**config.mk**
```make
export PLATFORM = sky130hd
export DESIGN_NAME = shmu_front
export DESIGN_NICKNAME = d
export VERILOG_FILES = /design/src/rtl/core/shmu_pkg.sv /design/src/rtl/core/shmu_front.sv
export SDC_FILE = /design/constraint.sdc
export NUM_CORES = 1
export LEC_CHECK = 0
export ABC_AREA = 1
export BUFFER_PORTS_ARGS = -buffer_cell sky130_fd_sc_hd__buf_4
export CORE_ASPECT_RATIO = 2
export CORE_MARGIN = 4
export CORE_UTILIZATION = 23
export CTS_BUF_LIST = sky130_fd_sc_hd__clkbuf_2
export DETAILED_ROUTE_END_ITERATION = 12
export GPL_TIMING_DRIVEN = 0
export PLACE_DENSITY_LB_ADDON = 0.08
export SLEW_MARGIN = 10
export SYNTH_ARGS = -nofsm -noshare
export SYNTH_HDL_FRONTEND = slang
export SYNTH_SLANG_ARGS = --single-unit
```
**constraint.sdc**
```tcl
create_clock -name clk -period 1.9 [get_ports clk]
set_input_delay 0 -clock clk [delete_from_list [all_inputs] [get_ports clk]]
set_output_delay 0 -clock clk [all_outputs]
set_load 0.005 [all_outputs]
```
**src/rtl/core/shmu_pkg.sv**
```systemverilog
`timescale 1ns / 1ps

package shmu_pkg;

  // diffusion multiplier and lane start constants
  localparam logic [63:0] MixMult = 64'h6eed0e9da4d94a4f;
  localparam logic [63:0] StartA  = 64'h16f11fe89b0d677c;
  localparam logic [63:0] StartB  = 64'hb480a793d8e6c86c;
  localparam logic [63:0] StartC  = 64'h6fe2e5aaf078ebc9;
  localparam logic [63:0] StartD  = 64'h14f994a4c5259381;

  localparam logic [3:0] FullWord = 4'd8;

  // result buffer in the back end
  localparam int OutDepth = 16;
  localparam int OutAw    = 4;

  // one classified request handed from front to back
  typedef struct packed {
    logic [63:0] word;
    logic [1:0]  lane;
    logic        fresh;
    logic        write;
    logic        last;
    logic [31:0] total;
    logic [3:0]  used;
  } req_t;

  // sideband carried next to the lane mixer
  typedef struct packed {
    logic [1:0]  lane;
    logic        write;
    logic        last;
    logic [31:0] total;
    logic [3:0]  used;
  } tag_t;

  function automatic logic [63:0] lane_start(input logic [1:0] lane,
                                             input logic [31:0] seed_v);
    logic [63:0] v;
    case (lane)
      2'd0: v = StartA ^ {32'd0, seed_v};
      2'd1: v = StartB;
      2'd2: v = StartC;
      2'd3: v = StartD;
      default: v = StartA;
    endcase
    return v;
  endfunction

  // keeps the low cnt bytes, cnt already limited to eight
  function automatic logic [63:0] pad_mask(input logic [3:0] cnt);
    logic [63:0] m;
    for (int b = 0; b < 8; b++) begin
      m[8*b +: 8] = (4'(b) < cnt) ? 8'hff : 8'h00;
    end
    return m;
  endfunction

endpackage

```
**src/rtl/core/shmu_front.sv**
```systemverilog
`timescale 1ns / 1ps

module shmu_front import shmu_pkg::*; (
  input  logic        clk,
  input  logic        rst,
  input  logic        in_valid,
  output logic        in_stall,
  input  logic [63:0] data_word,
  input  logic [3:0]  byte_count,
  input  logic        last_word,
  input  logic        cfg_wr,
  output logic        q_push,
  output req_t        q_req,
  input  logic        q_full
);

  logic [1:0]  ptr;
  logic [31:0] total;
  logic [3:0]  used;

  logic        accept;
  logic [3:0]  cnt;
  logic        wr;
  logic [3:0]  lane_bit;
  logic [31:0] total_next;
  logic [3:0]  used_next;

  always_comb begin
    accept     = in_valid && !q_full;
    cnt        = (byte_count > FullWord) ? FullWord : byte_count;
    wr         = (cnt != 4'd0);
    lane_bit   = 4'b0001 << ptr;
    total_next = total + {28'd0, cnt};
    used_next  = wr ? (used | lane_bit) : used;

    in_stall = q_full;
    // empty words that do not close a message carry nothing to the back end
    q_push = accept && (wr || last_word);

    q_req.word  = data_word & pad_mask(cnt);
    q_req.lane  = ptr;
    q_req.fresh = !used[ptr];
    q_req.write = wr;
    q_req.last  = last_word;
    q_req.total = total_next;
    q_req.used  = used_next;
  end

  always_ff @(posedge clk) begin
    if (rst || cfg_wr) begin
      ptr   <= 2'd0;
      total <= 32'd0;
      used  <= 4'd0;
    end else if (accept) begin
      if (last_word) begin
        ptr   <= 2'd0;
        total <= 32'd0;
        used  <= 4'd0;
      end else if (wr) begin
        ptr   <= ptr + 2'd1;
        total <= total_next;
        used  <= used_next;
      end
    end
  end

endmodule

```
Word level (Yosys, flattened, before mapping)
Cells that the tools add are included.
Cells by class
  reduce and logical (&&, ||, !) cells: 9
  order comparisons: 10
  $add $sub $neg: 2
  multiplexer cells: 18
  shifts and indexed selects: 1
  bitwise gates (word level): 2
Operators with widths (count)
  64-bit bitwise AND: 1
  32-bit 2-to-1 mux: 2
  8-bit 2-to-1 mux: 8
  32-bit by 4-bit adder with 32-bit output: 1
  3-bit by 4-bit < comparator with 1-bit output (first input constant): 4
  4-bit 2-to-1 mux: 4
  1-bit by 4-bit < comparator with 1-bit output (first input constant): 2
  2-bit by 4-bit < comparator with 1-bit output (first input constant): 2
  4-bit greater-than comparator (second input constant): 1
  2-bit 2-to-1 mux: 2
  4-bit bitwise OR: 1
  4-bit nonzero test: 1
  1-bit by 2-bit left shift with 4-bit output (first input constant): 1
  2-bit by 3-bit < comparator with 1-bit output (second input constant): 1
  2-bit by 1-bit adder with 2-bit output (second input constant): 1
  1-bit binary-select mux with 2-bit select: 1
  1-bit logical AND: 2
  1-bit zero test: 2
  1-bit logical OR: 2
  2-bit AND reduction: 1
  2-bit nonzero test: 1
  1-bit 2-to-1 mux: 1
Word-level totals
  logic and storage cells: 45
  bits of input ports: 74
  output and inout port bits: 107
  register bits after elaboration: 38

Longest topological paths before layout
  word-level depth: 6
  gate-level depth with buffers: 14

Worst setup path before layout
Ideal clock, no wire load.
  path kind: input to register
  start point: input byte_count[0]
  end point: register total[16]
  required time: 1.768 ns
  cell stages on the path: 14
  path slack: -0.082 ns
  arrival: 1.850 ns
  cells stage by stage: nor2_2 > nand2_1 > a21boi_0 > ha_1 > inv_1 > fa_1 > o21ai_2 > nand2_4 > inv_1 > nand2_1 > o21ai_0 > nand2_1 > nand2_1 > a21oi_1
RTL lines
  from (decl): line shmu_front.sv:9  | input logic [3:0] byte_count,
  to (signal assigned): line shmu_front.sv:61  | total <= total_next;
  to (decl): line shmu_front.sv:18  | logic [31:0] total;

==> impl_results.md <==
* Status: finished, violations left
* Failing checks: setup timing
* Mux contribution to synthesized area at 0%
* Maximum VDD drop at 0.000224 V
* Post-synth EDFFs at 0
* RSZ-0062 raised after global routing: yes
* Routed WL per cell at 14.8 um
* Fin Setup TNS at -5.84 ns
* Async set or reset register ratio after synthesis at 0%
* Die Ht at 177 um
* Die area at 0.0165 mm2
* Commonest non-fill, non-tap cell in the layout: buf_4
* Leak at 2.86 nW
* Yosys warning count at 0
* Non-Filler Instances at 985
* Final setup vio count at 34
* Simple-gate share of the synthesized area at 45.9%
* Worst Path Max Fanout at 4
* Initial DRC Count at 149
* Fin worst setup slack at -0.405 ns
* Seq/Total Area, Yosys at 23.0%
* Sequential share of power at 42.9%
* Area growth syn-to-layout at 75.6%
* Period utilisation layout at 121%
* CTS tree: done
* Detailed Place HPWL at 11800 um
* DR vias/cell at 4.34
* CTS Buf Count at 5
* Slew headroom at 39.4%
* Die X at 92.7 um
* Clk buf depth at 2
* Max-Cap Viols at 0
* Reg area at 793 um2
* Clk pin slew, worst setup/hold paths at 0.21 ns
* Yosys reg bits at 38
* GR Util All Layers at 16.9%
* Placed insts at 952
* Fill cells at 1531
* GPL Wtd Cong at 0.903
* Synth top area cells: dfxtp_1, nand2_1, inv_1
* Initial DRT Pass Iterations at 4
* Via Count at 4273
* Switching Share at 29.3%
* Slew Viols, Final at 0
* Layout cells sized above 1 at 48.1%
* Drt total wl at 14500 um
* CP endpoint kind: primary output
* Root buffer cell: clkbuf_2
* Psw at 548 uW
* Xor/xnor share of the synthesized area at 3.33%
* GRT overflow at 0
* Site Rows at 61
* Fmax achieved at 0.434 GHz
* Area share of fa/ha/maj cells after synthesis at 3.64%
* Initial Util at 23.6%
* IO Pins at 181
* Largest net degree at the start of global routing at 12
* Clock sink count at 38
* Largest family of logic cells by synthesized area: simple AND/OR/NAND/NOR gates
* CP startpoint kind: register
* Hold Path Class: input port to register
* Most frequent cells in the layout: buf_4, nand2_1, inv_1
* Critical path type: register to primary output
* Final Hold Vio Count at 0
* Synth unique cells at 35
* Worst slew pin tran at 0.901 ns
* ANT nets after route at 0
* Pwr/cell area at 322 mW/mm2
* Design internal power at 1.32 mW
* Final setup skew at 0.0129 ns
* Clk Latency, worst-skew pair at 0.43 ns
* Yosys top cell area share at 23.0%
* # DRC at 0
* H-tree levels at 2
* Final min period at 2.30 ns
* Combinational share of power at 28.2%
* Net count after synthesis at 666
* Synthesized cell area at 0.00330 mm2
* Required time of the critical path at 1.90 ns
* Top_reg_cell synth: dfxtp_1
* Crit path arrival time at 2.30 ns
* Post-synth top area cell: dfxtp_1
* Synth Area in Compound Gates at 8.90%
* Multi-input gate area at 0.00258 mm2
* Mapped Cells at 583
* First-pass GRT wire length at 21700 um
* Antenna violations before repair at 1
* Mapped Avg Cell Area at 5.67 um2
* Number of global-route vias before repair at 4233
* Port bufs at 180
* Clock power share at 28.9%
* NumNets Final at 877
* Core area at 0.0140 mm2
power groups by stage:
stage,logic (mW),clock network [mW],registers (mW)
finish,0.527,0.540,0.800
global route,0.580,0.597,0.802
CTS,0.528,0.563,0.803
detailed placement,0.505,0,0.818
global placement,0.502,0,0.818
floorplan,0.180,0,0.818
per-stage QoR:
stage	worst slack [ns]	power (mW)	hold slack, ns	area (um2)	util [%]
after floorplan	0.00552	0.998	0.0707	3300	-
after global placement	-0.545	1.32	0.253	4890	35.0
after CTS	-0.476	1.89	0.0519	5490	39.3
after detailed placement	-0.546	1.32	0.250	4890	35.0
final	-0.405	1.87	0.0707	5800	41.5
after global routing	-0.500	1.98	0.0572	5800	41.5
cells in the mapped netlist (all sizes together), types with 2 or more instances:
master	n
nor2	93
xnor2	7
a21oi	45
clkbuf	5
nand3b	11
buf	11
ha	8
dfxtp	38
nand4	2
nand3	20
and2	6
xor2	3
nand2	207
or2	4
nor3	5
inv	106
o21ai	6
registers in the layout (all words and copies together), names as in the netlist:
register	count
used	4
total	32
ptr	2
logic make-up (layout without fill, tap and decap cells):
group | count (synthesis) | in the layout
flops | 38 | 38
xor+xnor | 10 | 10
compound gates | 54 | 54
other cells | 0 | 1
buf+inv | 122 | 333
fa+ha+maj | 9 | 9
simple gates | 350 | 351
final cells by class:
class	count	area share [%]
Buffer	16	1.81
Tap cell	189	4.08
Clock inverter	1	0.518
Multi-Input combinational cell	424	44.4
Timing Repair Buffer	203	27.9
Inverter	106	6.90
Sequential cell	38	13.7
Antenna cell	1	0.0431
Clock buffer	7	0.604
critical path, stage by stage (launching register included):
cell and delay [ns]:
dfxtp_2 0.40, ha_4 0.14, inv_2 0.04, fa_2 0.36, o21ai_4 0.23, nand3_4 0.15
nor2_4 0.20, or2_4 0.15, and2_4 0.13, buf_6 0.08
path summary, 6_finish.rpt:
path / to / depth (start not counted) / from / slack [ns]
worst max-delay path: q_req[18] / 9 / total[0]$_SDFFE_PP0P_ / -0.40
worst min-delay path: total[10]$_SDFFE_PP0P_ / 6 / last_word / 0.07
worst max register to register: total[14]$_SDFFE_PP0P_ / 10 / total[0]$_SDFFE_PP0P_ / -0.08
worst min register to register: total[2]$_SDFFE_PP0P_ / 2 / total[2]$_SDFFE_PP0P_ / 0.50
routing by layer:
| layer | global-route usage [%] | up-vias | routed length (um) |
|---|---|---|---|
| met1 | 14.5 | 1941 | 4660 |
| met3 | 3.31 | 16 | 998 |
| met2 | 36.4 | 147 | 8520 |
| met4 | 5.93 | 0 | 349 |
| li1 | - | 2169 | - |
| met5 | 0 | - | 0 |
what timing repair did:
action | 4_1_cts | 5_1_grt
pin swaps | 33 | 35
endpoints found under the hold margin | 8 | 0
endpoints found under the setup margin | 42 | 42
hold buffers | 3 | 0
setup buffers | 15 | 6
gates resized for setup | 103 | 82
cloned | 1 | 0
Note: power is estimated with default switching activity, not from simulation.
