### src/rtl/core/shmu_pkg.sv
`timescale 1ns / 1ps

package shmu_pkg;

  // diffusion multiplier and lane start constants
  localparam logic [63:0] MixMult = 64'h6eed0e9da4d94a4f;
  localparam logic [63:0] StartA  = 64'h16f11fe89b0d677c;
  localparam logic [63:0] StartB  = 64'hb480a793d8e6c86c;
  localparam logic [63:0] StartC  = 64'h6fe2e5aaf078ebc9;
  localparam logic [63:0] StartD  = 64'h14f994a4c5259381;

  localparam logic [3:0] FullWord = 4'd8;

  // result buffer in the back end
  localparam int OutDepth = 16;
  localparam int OutAw    = 4;

  // one classified request handed from front to back
  typedef struct packed {
    logic [63:0] word;
    logic [1:0]  lane;
    logic        fresh;
    logic        write;
    logic        last;
    logic [31:0] total;
    logic [3:0]  used;
  } req_t;

  // sideband carried next to the lane mixer
  typedef struct packed {
    logic [1:0]  lane;
    logic        write;
    logic        last;
    logic [31:0] total;
    logic [3:0]  used;
  } tag_t;

  function automatic logic [63:0] lane_start(input logic [1:0] lane,
                                             input logic [31:0] seed_v);
    logic [63:0] v;
    case (lane)
      2'd0: v = StartA ^ {32'd0, seed_v};
      2'd1: v = StartB;
      2'd2: v = StartC;
      2'd3: v = StartD;
      default: v = StartA;
    endcase
    return v;
  endfunction

  // keeps the low cnt bytes, cnt already limited to eight
  function automatic logic [63:0] pad_mask(input logic [3:0] cnt);
    logic [63:0] m;
    for (int b = 0; b < 8; b++) begin
      m[8*b +: 8] = (4'(b) < cnt) ? 8'hff : 8'h00;
    end
    return m;
  endfunction

endpackage

### src/rtl/core/shmu_queue.sv
`timescale 1ns / 1ps

module shmu_queue import shmu_pkg::*; (
  input  logic clk,
  input  logic rst,
  input  logic push,
  input  req_t push_req,
  output logic full,
  output logic valid,
  output req_t head,
  input  logic pop
);

  req_t       slot [2];
  logic [1:0] cnt;
  logic       wp;
  logic       rp;

  assign full  = (cnt == 2'd2);
  assign valid = (cnt != 2'd0);
  assign head  = slot[rp];

  always_ff @(posedge clk) begin
    if (rst) begin
      cnt <= 2'd0;
      wp  <= 1'b0;
      rp  <= 1'b0;
    end else begin
      if (push) begin
        wp <= ~wp;
      end
      if (pop) begin
        rp <= ~rp;
      end
      case ({push, pop})
        2'b10:   cnt <= cnt + 2'd1;
        2'b01:   cnt <= cnt - 2'd1;
        default: cnt <= cnt;
      endcase
    end
  end

  always_ff @(posedge clk) begin
    if (push) begin
      slot[wp] <= push_req;
    end
  end

endmodule

### config.mk
export PLATFORM = sky130hd
export DESIGN_NAME = shmu_queue
export DESIGN_NICKNAME = d
export VERILOG_FILES = /design/src/rtl/core/shmu_pkg.sv /design/src/rtl/core/shmu_queue.sv
export SDC_FILE = /design/constraint.sdc
export NUM_CORES = 1
export LEC_CHECK = 0
export ABC_AREA = 1
export BUFFER_PORTS_ARGS = -buffer_cell sky130_fd_sc_hd__buf_2
export CORE_MARGIN = 2
export CORE_UTILIZATION = 47
export CTS_BUF_LIST = sky130_fd_sc_hd__clkbuf_16
export CTS_CLUSTER_SIZE = 10
export DETAILED_ROUTE_END_ITERATION = 7
export PLACE_DENSITY = 0.74
export SLEW_MARGIN = 10
export SYNTH_ARGS = -nofsm -noshare
export SYNTH_HDL_FRONTEND = slang
export SYNTH_SLANG_ARGS = --single-unit
### constraint.sdc
create_clock -name clk -period 5.1 [get_ports clk]
set_input_delay 0.51 -clock clk [delete_from_list [all_inputs] [get_ports clk]]
set_output_delay 0.51 -clock clk [all_outputs]
set_load 0.1 [all_outputs]
# After elaboration in Yosys (flattened, before gate mapping)

Memories as Yosys holds them, arrays and structs flattened. A register that Yosys moved wholly into a read port is not among the register bits.
Cells that the tools add are included.

Bits in registers: 4
Logic and storage cells: 18
Bits in writable memories: 210
ROM bits: 0
Bits in latches: 0
Memories: 1

Memories:

| name | words | width | rd ports | clocked after memory_dff | write ports | line             | source |
|---|---|---|---|---|---|---|---|
| slot | 2     | 105   | 1        | 1                        | 1           | shmu_queue.sv:14 | `req_t slot [2];` |

Div/mod/pow operators: 0
Add/subtract/negate cells: 2
$mul: 0
Order comparisons: 0
Bitwise gates (word level): 2
Reduce and logical (&&, ||, !) cells: 2
Eq/ne operators: 3
Multiplexer cells: 5
Shifts and indexed selects: 0

Operator list:

| operator              | count |
|---|---|
| $eq A2 B2 Y1 const B  | 2 |
| $mux W1               | 4 |
| $pmux W2 S2           | 1 |
| $reduce_bool A2 Y1    | 2 |
| $add A2 B1 Y2 const B | 1 |
| $eq A2 B1 Y1 const B  | 1 |
| $not A1 Y1            | 2 |
| $sub A2 B1 Y2 const B | 1 |

# Depth between registers and ports, before layout

Gate-level depths: netlist (run 1).

Word-level depth: 3
Gate-level depth with buffers: 7
Gate-level depth less buffers: 7

# Worst setup path before layout (run 1)

Ideal clock, no wire load.

Path kind: input-to-reg
Start point: in push
End point: mem slot[0][0] in the netlist's numbering, enable pin
Stages: 2
Setup time: 573 ps
Data arrival time: 4968 ps
Setup slack: -440 ps
Cell sequence: inv_1 > nor2_1

Longest elaborated chain between the ends: 2

RTL lines:

| element                       | line             | source |
|---|---|---|
| from (decl)                   | shmu_queue.sv:6  | `input logic push,` |
| $mux W1                       | shmu_queue.sv:44 | `if (push) begin` |
| $mux W1 (implied by the code) | shmu_queue.sv:45 | `slot[wp] <= push_req;` |
| to (decl)                     | shmu_queue.sv:14 |  |

Every way passes these cells.

==> results of run 1 <==
[cell type report]
class | instances | area, µm²
Tap cell | 220 | 275
Inverter | 7 | 28.8
Timing Repair Buffer | 220 | 1110
Clock buffer | 25 | 626
Clock inverter | 11 | 42.5
Fill cell | 1242 | 6670
Sequential cell | 215 | 6410
Multi-Input combinational cell | 126 | 1480
[sequential cells by signal, summed over array words and instances, names as in the netlist, named ones only]
signal and cells:
slot 210, rp 1, wp 1, cnt 2
[routing by layer]
metal | track usage, % | part of all wire, % | up-vias
met2 | 27.2 | 49 | 171
met4 | 4.56 | 1.9 | 2
met5 | 0 | 0.090 | -
li1 | - | - | 1875
met1 | 18.6 | 40 | 1986
met3 | 4.58 | 8.9 | 25
[worst max-delay path: cells and delay by family (launching register included)]
kind / cells / cell delay [ns]
buffers and inverters: 2 / 0.89
flip-flops: 1 / 0.69
multiplexers: 1 / 0.42
[metrics by stage]
stage	hold WS [ns]	instance area, µm²
final	0.200	9970
after global routing	0.178	9970
after CTS	0.173	9970
after detailed placement	0.503	9300
after global placement	0.488	9300
after floorplan	0.476	8060
[report_power, final]
part | switching (mW) | internal (mW)
sequential | 0.0354 | 2.05
clock | 0.610 | 0.866
combinational | 0.803 | 0.205
total | 1.45 | 3.12
[cells in the final DEF, fill, tap and decap left out, types with 4 or more instances in the layout]
cell type,n
mux2_4,50
nor2_1,8
mux2_2,55
clkbuf_16,25
buf_4,5
buf_2,215
edfxtp_1,210
nand2_1,6
dfxtp_1,4
inv_1,15
[cell families (layout without fill, tap and decap cells)]
group / count (synthesis) / in the layout / synth area share [%]
DFF: 215 / 215 / 79.6
xor gates and xnor gates: 1 / 1 / 0.109
adders and majority gates: 1 / 1 / 0.155
and+or+nand+nor: 17 / 17 / 0.839
muxes: 105 / 105 / 17.0
buffers and inverters: 19 / 263 / 2.21
AOI/OAI and AO/OA: 2 / 2 / 0.124
[worst min-delay path by stage]
stage / cells after the start / end / from / slack [ns]
CTS: 1 / slot[0][84]$_DFFE_PP_ / push_req[84] / 0.17
global route: 1 / slot[0][33]$_DFFE_PP_ / push_req[33] / 0.18
floorplan: 2 / cnt[1]$_SDFFE_PP0P_ / cnt[1]$_SDFFE_PP0P_ / 0.48
finish: 1 / slot[1][84]$_DFFE_PP_ / push_req[84] / 0.20
global placement: 2 / cnt[1]$_SDFFE_PP0P_ / cnt[1]$_SDFFE_PP0P_ / 0.49
detailed placement: 2 / cnt[1]$_SDFFE_PP0P_ / cnt[1]$_SDFFE_PP0P_ / 0.50
==> results.txt, run 1 <==
The flow ran to the end, and the final reports show no timing, DRC or antenna violations. Based on the critical path, the design can be clocked at up to 0.327 GHz. The logs give 48.4% for the initial core utilization and 17 for the number of distinct library cells after synthesis. The number of warnings issued by yosys was 0. The synthesized netlist occupies a cell area of 8050 µm².

In this run the critical register-to-register path is captured at slot[1][56]$_DFFE_PP_. For this run, design rule violations remaining after detail routing come to 0. The buffer levels on the longest clock path is 3, and the number of detailed-routing iterations run before antenna repair is 5. The worst path uses 60.0% of the clock period. Entering global routing, the biggest net connects 64 pins. The net count of the mapped netlist is 470. 216 I/O pins were placed. For this design the static power due to leakage is 3.91 nW. TritonCTS built the clock tree. The min-delay analysis places its worst path in the category in2reg.

For the total half-perimeter wirelength after legalization and detailed placement, the log shows 9540 µm. STA classifies the critical path endpoint as an output pin. The remaining antenna violation count came out at 0. The clock drives 215 sinks.

The cell sitting at the root of the clock tree is a clkbuf_16. Headroom to the max-slew limit came out at 45.0%. Setup violations remaining at the end of the flow were counted as 0. The tools report the row count as 47. The logs give 16600 µm² for the area of the core region and 2.53 ns for the setup slack at placement. By count the netlist is led by 210 x edfxtp_1, 55 x mux2_2, 50 x mux2_4. After the first detailed-routing iteration, the DRC count stood at 238. The number of cells on the worst reg-to-reg path is 3. Setup repair after global routing left no endpoint under its margin. Of all nets on the critical path, the largest fanout is 38. Max-cap violations in this run came to 0. The run gives 4.59 ns as the required time of the critical path. Data on the critical path arrives at its endpoint at 2.55 ns. After the flow finishes, the layout carries non-filler instances totaling 824. The hold violation count in the final report was 0; the setup slack after layout was 2.04 ns. Traced cell by cell, the critical path runs through buf_4 > mux2_2 > buf_2. Dividing the detail-routed via count by the number of cells gives 4.93. The predominant post-synthesis flop cell was edfxtp_1. After synthesis, the mean cell area works out to 22.4 µm². The number of global-route vias before repair is 4449, and the proportion of synthesized chip area in sequential cells is 79.6%.

The worst setup path endpoint was head[28]. The aggregate routed wire length is 14400 µm, and the fraction of the core area covered by cells at the end of the flow is 59.9%. The floorplan step defined a die boundary enclosing 18200 µm². The gate count after technology mapping is 360.

The critical path is of the reg2out type. After clock tree synthesis, the clock-pin slew on the worst setup and hold paths is 0.06 ns. The post-cts hold buffer count is 0.

After synthesis, the cell types taking the most area are edfxtp_1 78%, mux2_4 9.3%, mux2_2 7.7%, buf_12 1.2%, dfxtp_1 1.2%. In this run the critical register-to-register path is launched from wp$_SDFFE_PP0P_. The ratio of total power to cell area is 458 nW/µm², and the highest ir drop seen on vdd is 391 µV. In this run, placement finished with an instance count of 788. In this design, the stage delay of the slowest critical-path cell is 0.69 ns. The synthesized design contains 210 enable-type register cells. Once the clock tree was built, the setup fixing pass inserted 0 buffers.

The critical path's slowest cell is dfxtp_4. The detailed router placed 4059 vias in this run. Post-CTS repair changed the size of 0 cells.

In the global route stage, overall resource usage came out at 15.5%. At the end of routability-driven placement, the weighted congestion stood at 0.732. The H-tree level count came out at 1. The number of storage elements in the synthesis netlist was 215; the die extent in y was 135 µm. The first global-routing pass estimated 22100 µm of wire. The most common cell in the synthesized netlist is edfxtp_1. The count of final max-slew check failures came out at 0. The aggregate negative setup slack came out at 0 ns.

For the power after layout, the log shows 4.57 mW. At the later pin of the worst-skew pair, clock insertion delay measures 0.49 ns. The number of antenna violations at the first check in global routing is 1, and the slack of the worst reg-to-reg path is 3.00 ns. For this run, asynchronously set or reset flops after synthesis account for 0%. The library cell occupying the most area in the post-synthesis netlist was edfxtp_1.

The top cell type's share of synthesized area is 78.3%, and the clock period minus worst slack is 3.06 ns. The run gives 25 as the number of buffers inserted during clock tree synthesis. After global routing the overflow that remains totals 0.

The area overhead of the layout relative to synthesis came out at 23.8%. From left edge to right edge, the die measures 135 µm. The worst clock skew is 0.00413 ns, and the mean routed wirelength per cell is 17.5 µm.

The layout cell share with drive strength beyond 1 was 58.6%. The worst setup path is launched from a flop. The number of antenna repair diodes came out at 0.

For the pin with the worst max-slew slack, the measured transition is 0.825 ns. The count of buffers added on input and output ports is 215. For this run, the post-layout net count is 705.
Note: power is estimated with default switching activity, not from simulation.
==> run 2: changes to the inputs <==
- ABC_AREA: 1 -> 0
- PLACE_DENSITY: 0.74 -> 0.75
- clock period: 5.1 -> 2.8 ns (I/O delays scaled with it)
==> results.txt, run 2 <==
For this run, the post-layout net count is 801. The flow ran to the end, and the final reports show no timing, DRC or antenna violations. Capturing element type of the critical path: an output pin. The run gives 1.14 ns as the slack of the worst reg-to-reg path.

The tools report the leakage power figure as 4.35 nW. The run gives 2.08 ns as the data arrival time of the critical path. The chip width was 134 µm; the mean number of vias per cell was 4.85. Setup repair after global routing left no endpoint under its margin. For the final routed database, the setup TNS stands at 0 ns.

The first detailed-routing pass ran for 4 iterations. The critical path is of the reg2out type. CTS root buffer: clkbuf_16. The routed layout has 4467 vias. The overall routing resource usage came out at 17.4%. Entering global routing, the biggest net connects 106 pins. The post-synthesis instance area came out at 7980 µm². The timing-limited maximum frequency came out at 0.423 GHz. In the final layout, the multi-input gates occupy 1480 µm². In this run the remaining antenna-violating nets after routing total 0. Counting the fill cells in the layout gives 1143. The mean routed wirelength per cell came out at 17.6 µm.

For this run, asynchronously set or reset flops after synthesis account for 0%. The logs give 349 for the gate count after technology mapping and 219 for the number of design-rule violations left by the first detailed-router iteration. Hold repair after CTS inserted 106 buffers. The register with the most flip-flops in the final layout is slot. By count the netlist is led by 210 x edfxtp_1, 55 x mux2_2, 50 x mux2_4. The hold violation count in the final report came out at 0. The synthesized design contains 210 enable-type register cells. At the later pin of the worst-skew pair, clock insertion delay measures 0.49 ns.

Between clock sinks in the finished design, the worst skew comes to 0.00947 ns. The die covers 18000 µm². The library cell used most frequently in the layout, excluding fill and tap cells, is buf_2.

For this run, design rule violations remaining after detail routing come to 0. The startpoint type of the worst setup path is a flop. After routing the design area is 11100 µm². Data on the critical path is required at its endpoint by 2.52 ns. After the flow finishes, the layout carries non-filler instances totaling 921. The buffer levels on the longest clock path was 3.

TritonCTS built the clock tree. Total setup buffers inserted after CTS: 0. Initial core utilization: 48.1%. Setup violations remaining at the end of the flow were counted as 0.

Compared with the post-synthesis result, the final layout area differs by 38.9%. Number of distinct library cells after synthesis: 17. The first global-routing pass estimated 24700 µm of wire.

The tools report the register area as 6410 µm². Of all cell types, the one taking the most synthesized area is edfxtp_1. For the power after layout, the log shows 8.61 mW.

The register with the most flip-flops in the layout has 210 of them. Across the VDD grid, the largest voltage drop is 583 µV. Max-cap violations in this run came to 0.

After layout, the worst setup slack is 0.439 ns. The slew of the pin with the lowest slew margin is 0.623 ns. The launching point of the worst reg2reg path was wp$_SDFFE_PP0P_.

The ratio of total power to cell area was 777 nW/µm²; the number of warnings issued by yosys was 0. In this run the cell area measured after placement is 9360 µm². Post-synthesis average cell area: 22.9 µm².

The worst register-to-register path ends at slot[1][15]$_DFFE_PP_. The top cell types in the final layout, fill and taps aside, are 215 x buf_2, 210 x edfxtp_1, 106 x dlygate4sd3_1, 55 x mux2_2, 50 x mux2_4. The run gives 16200 µm as the aggregate routed wire length. The largest registers in the layout are slot x210, cnt x2.

Ranked by total cell area, the synthesized netlist is headed by edfxtp_1 79%, mux2_4 9.4%, mux2_2 7.8%, dfxtp_1 1.3%, buf_6 0.85%. CTS saw 215 sinks. Measured along the y axis, the die boundary spans 134 µm. The startpoint identified for the worst hold timing path is pop. 216 I/O pins were placed. The final critical-path share of the clock period is 84.3%. The layout cell share with drive strength beyond 1 is 50.8%, and the hold slack is 0.0981 ns. In this run, synthesis produced a sequential element count of 215. The logs give 4903 for the number of global-route vias before repair and 0 for the number of antenna violations at the first check in global routing. Once placement completed, the tool counted placed cells totaling 778. At the end of the flow the core is filled with cells to 66.9%. The run gives 1 as the H-tree level count. The proportion of synthesized chip area in sequential cells was 80.3%. The class of the tightest hold or removal check is in2reg. After legalization and detailed placement, the total HPWL measured 9320 µm. The tools report the area of the core region as 16600 µm².

Predominant post-synthesis flop cell: edfxtp_1. Of all nets on the critical path, the largest fanout is 37. The clock period minus worst slack was 2.36 ns. The top cell type's share of synthesized area is 79.0%, and the cell count of the worst hold path is 3. The total of cells resized after clock tree synthesis was 0; the number of antenna repair diodes was 0.

Port buffering added 215 buffers. Measured in cells, the most critical reg-to-reg path has a length of 2. After clock tree synthesis, the clock-pin slew on the worst setup and hold paths is 0.05 ns. The worst slew margin relative to its limit is 58.5%. The final estimated routing congestion in global placement was 0.737; the row count was 47.

Counting the buffers created by CTS gives 25. The setup slack at placement was 0.923 ns. The count of final max-slew check failures came out at 0. The most common cell in the synthesized netlist is edfxtp_1. Synthesis produced a netlist with a net count of 459.

For this run the aggregate overflow at the end of global routing stands at 0.
[run 2: cell types whose count changed after synthesis, moves of 2 or more]
cell / before / now
buf_6: 1 / 6
buf_12: 5 / 0
nor2_1: 9 / 5
nand2_1: 6 / 0
inv_1: 7 / 1
xnor2_1: 1 / 3
[run 2: how the worst max path moves through the flow]
| stage | start | endpoint | slack (ns) | depth (start not counted) |
|---|---|---|---|---|
| floorplan | wp$_SDFFE_PP0P_ | slot[0][0]$_DFFE_PP_ | 0.48 | 1 |
| global placement | flop | head[8] | 0.93 | 3 |
| detailed placement | flop | head[101] | 0.92 | 3 |
| CTS | flop | head[101] | 0.39 | 3 |
| global route | flop | head[101] | 0.35 | 3 |
| finish | flop | head[35] | 0.44 | 3 |
[run 2: cell type report]
| class | count | area share [%] |
|---|---|---|
| clock buffers | 25 | 5.64 |
| repair buffers | 327 | 20.2 |
| well taps | 220 | 2.48 |
| flip-flops and latches | 215 | 57.8 |
| inverters | 1 | 0.0339 |
| clock inverters | 12 | 0.406 |
| multi-input cells | 121 | 13.4 |
[run 2: logic make-up after synthesis]
| kind of cell | share of synthesized area [%] |
|---|---|
| AOI/OAI and AO/OA | 0.125 |
| buffers and inverters | 1.27 |
| and+or+nand+nor | 0.580 |
| DFF | 80.3 |
| adders and majority gates | 0.157 |
| muxes | 17.2 |
| xor gates and xnor gates | 0.439 |
[run 2: report_power, final]
part	internal (mW)	switching, mW
Clock	1.58	1.08
Combinational	0.511	1.62
Sequential	3.76	0.0682
Total	5.85	2.76
[run 2: worst max-delay path, cell delays in order, from the launching register on]
cell	delay [ns]
dfxtp_4	0.56
buf_12	0.31
mux2_2	0.38
buf_2	0.29
[run 2: layer usage]
layer / track usage, % / part of all wire [%]
met5: 0 / 0
met4: 4.09 / 1.6
met3: 4.31 / 6.7
met2: 32.1 / 53
met1: 20.6 / 39
